--- src/rtl/sfia_pkg.sv ---
`default_nettype none
package sfia_pkg;

  localparam int TABLE_DEPTH_DEF   = 16;
  localparam int POSITION_BITS_DEF = 16;

  localparam logic [2:0] CMD_CLEAR  = 3'd0;
  localparam logic [2:0] CMD_ALLOC  = 3'd1;
  localparam logic [2:0] CMD_REMOVE = 3'd2;
  localparam logic [2:0] CMD_POS_OF = 3'd3;
  localparam logic [2:0] CMD_ID_AT  = 3'd4;
  localparam logic [2:0] CMD_LIST   = 3'd5;

  localparam logic [1:0] ST_OK        = 2'd0;
  localparam logic [1:0] ST_NOT_FOUND = 2'd1;
  localparam logic [1:0] ST_FULL      = 2'd2;
  localparam logic [1:0] ST_EMPTY     = 2'd3;

  typedef struct packed {
    logic [2:0]  command;
    logic [15:0] position;
    logic [3:0]  ident;
  } sfia_in_t;

  typedef struct packed {
    logic [15:0] value;
    logic [1:0]  status;
    logic        last;
  } sfia_out_t;

  typedef enum logic [1:0] {
    S_IDLE,
    S_WALK,
    S_FIND
  } sfia_state_t;

endpackage
`default_nettype wire

--- src/rtl/smallest_free_id_allocator_core.sv ---
// clear and unused codes give no result; full-table allocate and empty list answer in the
// cycle after start. other commands walk the table memory at one entry a cycle, and a
// lookup hit ends the walk on the cycle it is seen; allocate then scans the used-id
// bitmap for the smallest free id. one item at a time; busy is high while a walk or
// that scan runs.
// results are registered strobes, list gives one per cycle, receiver cannot stall.
// reset (rst_n low, synchronous) empties the table and drops busy and out_strobe.
`default_nettype none
module smallest_free_id_allocator_core #(
  parameter int TABLE_DEPTH   = sfia_pkg::TABLE_DEPTH_DEF,
  parameter int POSITION_BITS = sfia_pkg::POSITION_BITS_DEF
) (
  input  wire logic               clk,
  input  wire logic               rst_n,
  input  wire logic               start,
  input  wire sfia_pkg::sfia_in_t in_item,
  output logic                    busy,
  output logic                    out_strobe,
  output sfia_pkg::sfia_out_t     out_item
);
  import sfia_pkg::*;

  localparam int AW    = $clog2(TABLE_DEPTH);
  localparam int CW    = $clog2(TABLE_DEPTH + 1);
  localparam int PB    = POSITION_BITS;
  localparam int PEXT  = (PB > 16) ? PB : 16;
  localparam int CMP_W = (AW > 4) ? AW : 4;
  localparam int UW    = 2 ** AW;

  // table memory, one port each way
  logic [PB-1:0] pos_mem [TABLE_DEPTH];
  logic [AW-1:0] id_mem  [TABLE_DEPTH];
  logic          mem_we;
  logic [AW-1:0] mem_wa;
  logic [PB-1:0] mem_wpos;
  logic [AW-1:0] mem_wid;
  logic          mem_re;
  logic [AW-1:0] mem_ra;
  logic [PB-1:0] rd_pos;
  logic [AW-1:0] rd_id;

  sfia_state_t state_r, state_nxt;
  logic [2:0]    cmd_r, cmd_nxt;
  logic [PB-1:0] opos_r, opos_nxt;
  logic [3:0]    oid_r, oid_nxt;
  logic [CW-1:0] count_r, count_nxt;
  logic [CW-1:0] rd_idx_r, rd_idx_nxt;
  logic          rv_r, rv_nxt;
  logic [AW-1:0] dat_idx_r, dat_idx_nxt;
  logic          found_r, found_nxt;
  logic [UW-1:0] used_r, used_nxt;
  logic [AW-1:0] cand_r, cand_nxt;
  logic          ov_r, ov_nxt;
  sfia_out_t     od_r, od_nxt;

  logic            accept;
  logic            full;
  logic            issue;
  logic            walk_done;
  logic            hit_id;
  logic            hit_pos;
  logic [PEXT-1:0] in_pos_ext;
  logic [PB-1:0]   in_pos;
  logic [PEXT-1:0] rd_pos_ext;

  always_ff @(posedge clk) begin
    if (mem_we) begin
      pos_mem[mem_wa] <= mem_wpos;
      id_mem[mem_wa]  <= mem_wid;
    end
    if (mem_re) begin
      rd_pos <= pos_mem[mem_ra];
      rd_id  <= id_mem[mem_ra];
    end
  end

  assign accept     = start && (state_r == S_IDLE);
  assign full       = (count_r == CW'(TABLE_DEPTH));
  assign issue      = (rd_idx_r < count_r);
  assign walk_done  = !rv_r && !issue;
  assign hit_id     = rv_r && (CMP_W'(rd_id) == CMP_W'(oid_r));
  assign hit_pos    = rv_r && (rd_pos == opos_r);
  assign in_pos_ext = PEXT'(in_item.position);
  assign in_pos     = in_pos_ext[PB-1:0];
  assign rd_pos_ext = PEXT'(rd_pos);

  // next state
  always_comb begin
    state_nxt = state_r;
    unique case (state_r)
      S_IDLE: begin
        if (start) begin
          if ((in_item.command == CMD_ALLOC && !full) ||
              in_item.command == CMD_REMOVE || in_item.command == CMD_POS_OF ||
              in_item.command == CMD_ID_AT ||
              (in_item.command == CMD_LIST && count_r != '0)) begin
            state_nxt = S_WALK;
          end
        end
      end
      S_WALK: begin
        if ((cmd_r == CMD_POS_OF && hit_id) || (cmd_r == CMD_ID_AT && hit_pos)) begin
          state_nxt = S_IDLE;
        end else if (walk_done) begin
          state_nxt = (cmd_r == CMD_ALLOC) ? S_FIND : S_IDLE;
        end
      end
      S_FIND: begin
        if (!used_r[cand_r]) begin
          state_nxt = S_IDLE;
        end
      end
      default: state_nxt = S_IDLE;
    endcase
  end

  // datapath and outputs
  always_comb begin
    cmd_nxt     = cmd_r;
    opos_nxt    = opos_r;
    oid_nxt     = oid_r;
    count_nxt   = count_r;
    rd_idx_nxt  = rd_idx_r;
    rv_nxt      = 1'b0;
    dat_idx_nxt = dat_idx_r;
    found_nxt   = found_r;
    used_nxt    = used_r;
    cand_nxt    = cand_r;
    ov_nxt      = 1'b0;
    od_nxt      = od_r;
    mem_we      = 1'b0;
    mem_wa      = dat_idx_r;
    mem_wpos    = rd_pos;
    mem_wid     = rd_id;
    mem_re      = 1'b0;
    mem_ra      = rd_idx_r[AW-1:0];
    unique case (state_r)
      S_IDLE: begin
        if (accept) begin
          cmd_nxt    = in_item.command;
          opos_nxt   = in_pos;
          oid_nxt    = in_item.ident;
          rd_idx_nxt = '0;
          found_nxt  = 1'b0;
          used_nxt   = '0;
          cand_nxt   = '0;
          if (in_item.command == CMD_CLEAR) begin
            count_nxt = '0;
          end else if (in_item.command == CMD_ALLOC && full) begin
            ov_nxt = 1'b1;
            od_nxt = '{value: 16'd0, status: ST_FULL, last: 1'b1};
          end else if (in_item.command == CMD_LIST && count_r == '0) begin
            ov_nxt = 1'b1;
            od_nxt = '{value: 16'd0, status: ST_EMPTY, last: 1'b1};
          end
        end
      end
      S_WALK: begin
        // reads run one entry ahead of the data being handled
        if (issue) begin
          mem_re      = 1'b1;
          rd_idx_nxt  = rd_idx_r + CW'(1);
          rv_nxt      = 1'b1;
          dat_idx_nxt = rd_idx_r[AW-1:0];
        end
        if (rv_r) begin
          unique case (cmd_r)
            CMD_ALLOC: used_nxt[rd_id] = 1'b1;
            CMD_REMOVE: begin
              if (!found_r && rd_pos == opos_r) begin
                found_nxt = 1'b1;
              end else begin
                // compact in place, writes trail the reads
                mem_we   = 1'b1;
                mem_wa   = found_r ? (dat_idx_r - AW'(1)) : dat_idx_r;
                mem_wpos = (rd_pos > opos_r) ? (rd_pos - PB'(1)) : rd_pos;
              end
            end
            CMD_POS_OF: begin
              if (hit_id) begin
                ov_nxt = 1'b1;
                od_nxt = '{value: rd_pos_ext[15:0], status: ST_OK, last: 1'b1};
              end
            end
            CMD_ID_AT: begin
              if (hit_pos) begin
                ov_nxt = 1'b1;
                od_nxt = '{value: 16'(rd_id), status: ST_OK, last: 1'b1};
              end
            end
            CMD_LIST: begin
              ov_nxt = 1'b1;
              od_nxt = '{value: 16'(rd_id), status: ST_OK,
                         last: (CW'(dat_idx_r) + CW'(1) == count_r)};
            end
            default: ;
          endcase
        end
        if (walk_done) begin
          if (cmd_r == CMD_REMOVE) begin
            count_nxt = count_r - CW'(found_r);
          end else if (cmd_r == CMD_POS_OF || cmd_r == CMD_ID_AT) begin
            ov_nxt = 1'b1;
            od_nxt = '{value: 16'd0, status: ST_NOT_FOUND, last: 1'b1};
          end
        end
      end
      S_FIND: begin
        // smallest free id is at most count, so the scan stays in range
        if (used_r[cand_r]) begin
          cand_nxt = cand_r + AW'(1);
        end else begin
          mem_we    = 1'b1;
          mem_wa    = count_r[AW-1:0];
          mem_wpos  = opos_r;
          mem_wid   = cand_r;
          count_nxt = count_r + CW'(1);
          ov_nxt    = 1'b1;
          od_nxt    = '{value: 16'(cand_r), status: ST_OK, last: 1'b1};
        end
      end
      default: ;
    endcase
  end

  always_ff @(posedge clk) begin
    if (!rst_n) begin
      state_r <= S_IDLE;
      count_r <= '0;
      rv_r    <= 1'b0;
      ov_r    <= 1'b0;
    end else begin
      state_r <= state_nxt;
      count_r <= count_nxt;
      rv_r    <= rv_nxt;
      ov_r    <= ov_nxt;
    end
  end

  always_ff @(posedge clk) begin
    cmd_r     <= cmd_nxt;
    opos_r    <= opos_nxt;
    oid_r     <= oid_nxt;
    rd_idx_r  <= rd_idx_nxt;
    dat_idx_r <= dat_idx_nxt;
    found_r   <= found_nxt;
    used_r    <= used_nxt;
    cand_r    <= cand_nxt;
    od_r      <= od_nxt;
  end

  assign busy       = (state_r != S_IDLE);
  assign out_strobe = ov_r;
  assign out_item   = od_r;

endmodule
`default_nettype wire

--- config.mk ---
export PLATFORM = sky130hd
export DESIGN_NAME = smallest_free_id_allocator_core
export DESIGN_NICKNAME = d
export VERILOG_FILES = /design/src/rtl/sfia_pkg.sv /design/src/rtl/smallest_free_id_allocator_core.sv
export SDC_FILE = /design/constraint.sdc
export NUM_CORES = 1
export LEC_CHECK = 0
export ABC_AREA = 1
export BUFFER_PORTS_ARGS = -buffer_cell sky130_fd_sc_hd__buf_2
export CAP_MARGIN = 30
export CORE_ASPECT_RATIO = 0.6
export CORE_UTILIZATION = 60
export DETAILED_ROUTE_END_ITERATION = 8
export GPL_TIMING_DRIVEN = 0
export PLACE_DENSITY = 0.82
export SKIP_CTS_REPAIR_TIMING = 1
export SLEW_MARGIN = 20
export SYNTH_ARGS = -nofsm -noshare
export SYNTH_HDL_FRONTEND = slang
export SYNTH_SLANG_ARGS = --single-unit
--- constraint.sdc ---
create_clock -name clk -period 7.3 [get_ports clk]
set_input_delay 1.095 -clock clk [delete_from_list [all_inputs] [get_ports clk]]
set_output_delay 1.095 -clock clk [all_outputs]
set_load 0.005 [all_outputs]
==> results.json <==
{
  "rsz0062_at_grt": "no",
  "dr.pass1.iters": 7,
  "slew_viol_final": 0,
  "setup_slack_ps": 3740,
  "relSlewSlack": 0.405,
  "timing.fmax_mhz": 281,
  "clock-sinks": 421,
  "switching_share": 0.383,
  "p_int_mw": 5.27,
  "synth_top_area_frac": 0.659,
  "regToRegStartpoint": "state_r[0]",
  "grt_pass1_vias": 13200,
  "grt_usage": 0.320,
  "cts_buffers": 38,
  "drt_iter0_drc": 2409,
  "cp-start-kind": "register",
  "cp-end-kind": "register",
  "clkPwrFrac": 0.243,
  "power.leakage_nw": 7.59,
  "wirelength_um": 51300,
  "critPathMaxFanout": 11,
  "hold_path_class": "reg -> reg",
  "clock-root-buffer": "clkbuf_16",
  "io_pins": 47,
  "die_x_um": 230,
  "setup_viol": 0,
  "crit_required_ps": 7550,
  "antenna_left": 0,
  "grt_start_max_net_pins": 26,
  "rows": 49,
  "antenna_cells": 0,
  "crit_type": "reg -> reg",
  "synth.area.top_cells": "edfxtp_1, nor2_1, nand2_1, o21ai_0, inv_1",
  "n_fill_cell": 2056,
  "cp.arrival_ps": 3810,
  "gp_congestion": 0.963,
  "synth-async-reset-ratio": 0,
  "dp_slack_ps": 3890,
  "synthCells": 1636,
  "status": "finished clean",
  "grt_overflow": 0,
  "yosys_register_bits": 421,
  "synth_seq_area_share": 0.669,
  "ys_types": 46,
  "clk_pin_slew_ps": 70,
  "antenna_found_initial": 0,
  "wl_per_cell_um": 23.6,
  "r2r_end": "pos_mem[6][10]",
  "fin_nets": 1796,
  "via_per_inst": 6.44,
  "worstHoldEndpoint": "dat_idx_r[2]",
  "tns_ps": 0,
  "core_area_mm2": 0.0303,
  "drc": 0,
  "skew_ps": 21.1,
  "cts_tree": "done",
  "r2r_cells": 10,
  "num_vias": 14000,
  "worst_slew_pin_slew_ps": 892,
  "netlist_area_mm2": 0.0188,
  "seq_power_share": 0.406,
  "min_path_cells": 0,
  "p_comb_frac": 0.351,
  "initial_core_util": 0.619,
  "die-area_mm2": 0.0320,
  "r2r_slack_ps": 3740,
  "drive_above_1_share": 0.101,
  "areaGrowthSynthToFinish_pct": 12.2,
  "power_density_mw_per_mm2": 406,
  "place_hpwl_um": 36100,
  "p_sw_mw": 3.28,
  "die_h_um": 139,
  "yosys_warnings": 0,
  "cts.path.max_buffers": 3,
  "syn-num-nets": 1696,
  "period_needed_ps": 3560,
  "avgSynthCellArea_um2": 11.5,
  "yosys.area.top_type": "edfxtp_1",
  "grt_first_pass_wirelength_um": 76500,
  "synth-edff-count": 412,
  "peakVddDrop_mv": 0.255,
  "drv_cap": 0,
  "htreeDepth": 2,
  "synth_flop_cell": "edfxtp_1",
  "hp-start": "rd_idx_r[2]",
  "clk_latency_ps": 550,
  "portBuffers": 46,
  "period_share": 0.488,
  "hold_violations": 0
}
## power by group through the flow
stage	Combinational [mW]	Clock, mW	Sequential, mW
floorplan	1.75	0	3.46
global placement	2.64	0	3.52
detailed placement	2.84	0	3.52
CTS	2.87	2.08	3.47
global route	3.18	2.17	3.49
finish	3.00	2.08	3.48
## layout make-up
type                       count  area, um2  area share
timing repair buffer          60        388      0.0184
buffer                        77        327      0.0155
clock buffer                  43        991      0.0471
tap                          408        510      0.0242
sequential                   421      12600       0.596
clock inverter                25        280      0.0133
multi-input combinational   1011       5530       0.263
inverter                     127        477      0.0226
## worst max path at each step
| stage | startpoint | to | cells past startpoint |
|---|---|---|---|
| after detailed placement | rd_pos[13] | pos_mem[6][10] | 13 |
| after global routing | rd_pos[13] | pos_mem[6][9] | 13 |
| after floorplan | start | used_r[0] | 5 |
| final | state_r[0] | pos_mem[6][10] | 10 |
| after CTS | state_r[0] | pos_mem[6][10] | 10 |
| after global placement | rd_pos[13] | id_mem[4][1] | 12 |
## routing by layer
| metal | global-route usage | vias to the layer above | wire length (um) |
|---|---|---|---|
| li1 | - | 6080 | - |
| met1 | 0.505 | 6701 | 21300 |
| met2 | 0.435 | 1105 | 21000 |
| met3 | 0.0925 | 96 | 8020 |
| met4 | 0.0791 | 0 | 963 |
| met5 | 0 | - | 0 |
## cells in the final DEF (no fill, tap or decap), types with 5 or more instances in the layout
cell	netlist	routed
nor2_1	258	240
o21ai_0	119	115
a21oi_1	50	49
o211ai_1	16	16
xor2_1	14	14
nor2_4	1	13
nand3_1	87	87
o32ai_1	49	49
nor2_2	5	11
inv_1	119	119
nand2_2	6	6
clkbuf_1	58	62
nor3_1	13	13
o21ai_1	5	8
o221ai_1	31	31
dfxtp_1	9	9
xnor2_1	5	5
a22oi_1	7	7
ha_1	33	33
buf_8	0	6
buf_4	0	5
edfxtp_1	412	412
buf_6	3	5
clkinv_2	0	8
o22ai_1	10	10
bufinv_16	0	6
buf_2	12	58
clkinv_1	2	9
clkbuf_16	0	39
inv_2	6	6
nand2_1	237	237
nand4_1	12	12
mux2i_1	31	31
## critical path, stage by stage, from the launching register on
cell and delay [ps]:
dfxtp_1 410, inv_1 90, ha_1 400, nand2_1 340, clkinv_1 370, nand3b_1 200
nand2_1 90, nor2_2 100, nand3_1 340, nor2_2 660, buf_8 250
## cells by family after synthesis
kind of cell | count (synthesis) | synth area share
AOI/OAI and AO/OA | 298 | 0.101
xor gates and xnor gates | 19 | 0.00886
adders and majority gates | 34 | 0.0231
buffers and inverters | 204 | 0.0428
DFF | 421 | 0.669
muxes | 31 | 0.0165
and+or+nand+nor | 629 | 0.139
## cells in the mapped netlist, types with 10 or more instances
cell / number
nand3_1: 87
buf_2: 12
nand4_1: 12
a21oi_1: 50
o211ai_1: 16
mux2i_1: 31
clkbuf_1: 58
nor2_1: 258
xor2_1: 14
inv_1: 119
o32ai_1: 49
nor3_1: 13
nand2_1: 237
o21ai_0: 119
ha_1: 33
edfxtp_1: 412
o22ai_1: 10
o221ai_1: 31
## sequential cells by signal (all words and copies together), names as in the netlist, 4 cells and up
| name | count |
|---|---|
| out_item | 19 |
| cand_r | 4 |
| rd_id | 4 |
| pos_mem | 256 |
| count_r | 5 |
| rd_idx_r | 5 |
| opos_r | 16 |
| used_r | 16 |
| id_mem | 64 |
| rd_pos | 16 |
| dat_idx_r | 4 |
| oid_r | 4 |
## through the flow
step / hold WS, ps / power [mW] / util / std cells / instance area [um2]
final: 500 / 8.55 / 0.694 / 2172 / 21100
after global routing: 501 / 8.84 / 0.694 / 2172 / 21100
after CTS: 496 / 8.42 / 0.693 / 2170 / 21000
after detailed placement: 479 / 6.36 / 0.651 / 2102 / 19800
after global placement: 482 / 6.17 / 0.643 / 2090 / 19500
after floorplan: 452 / 5.21 / - / 1636 / 18800
Note: power is estimated with default switching activity, not from simulation.
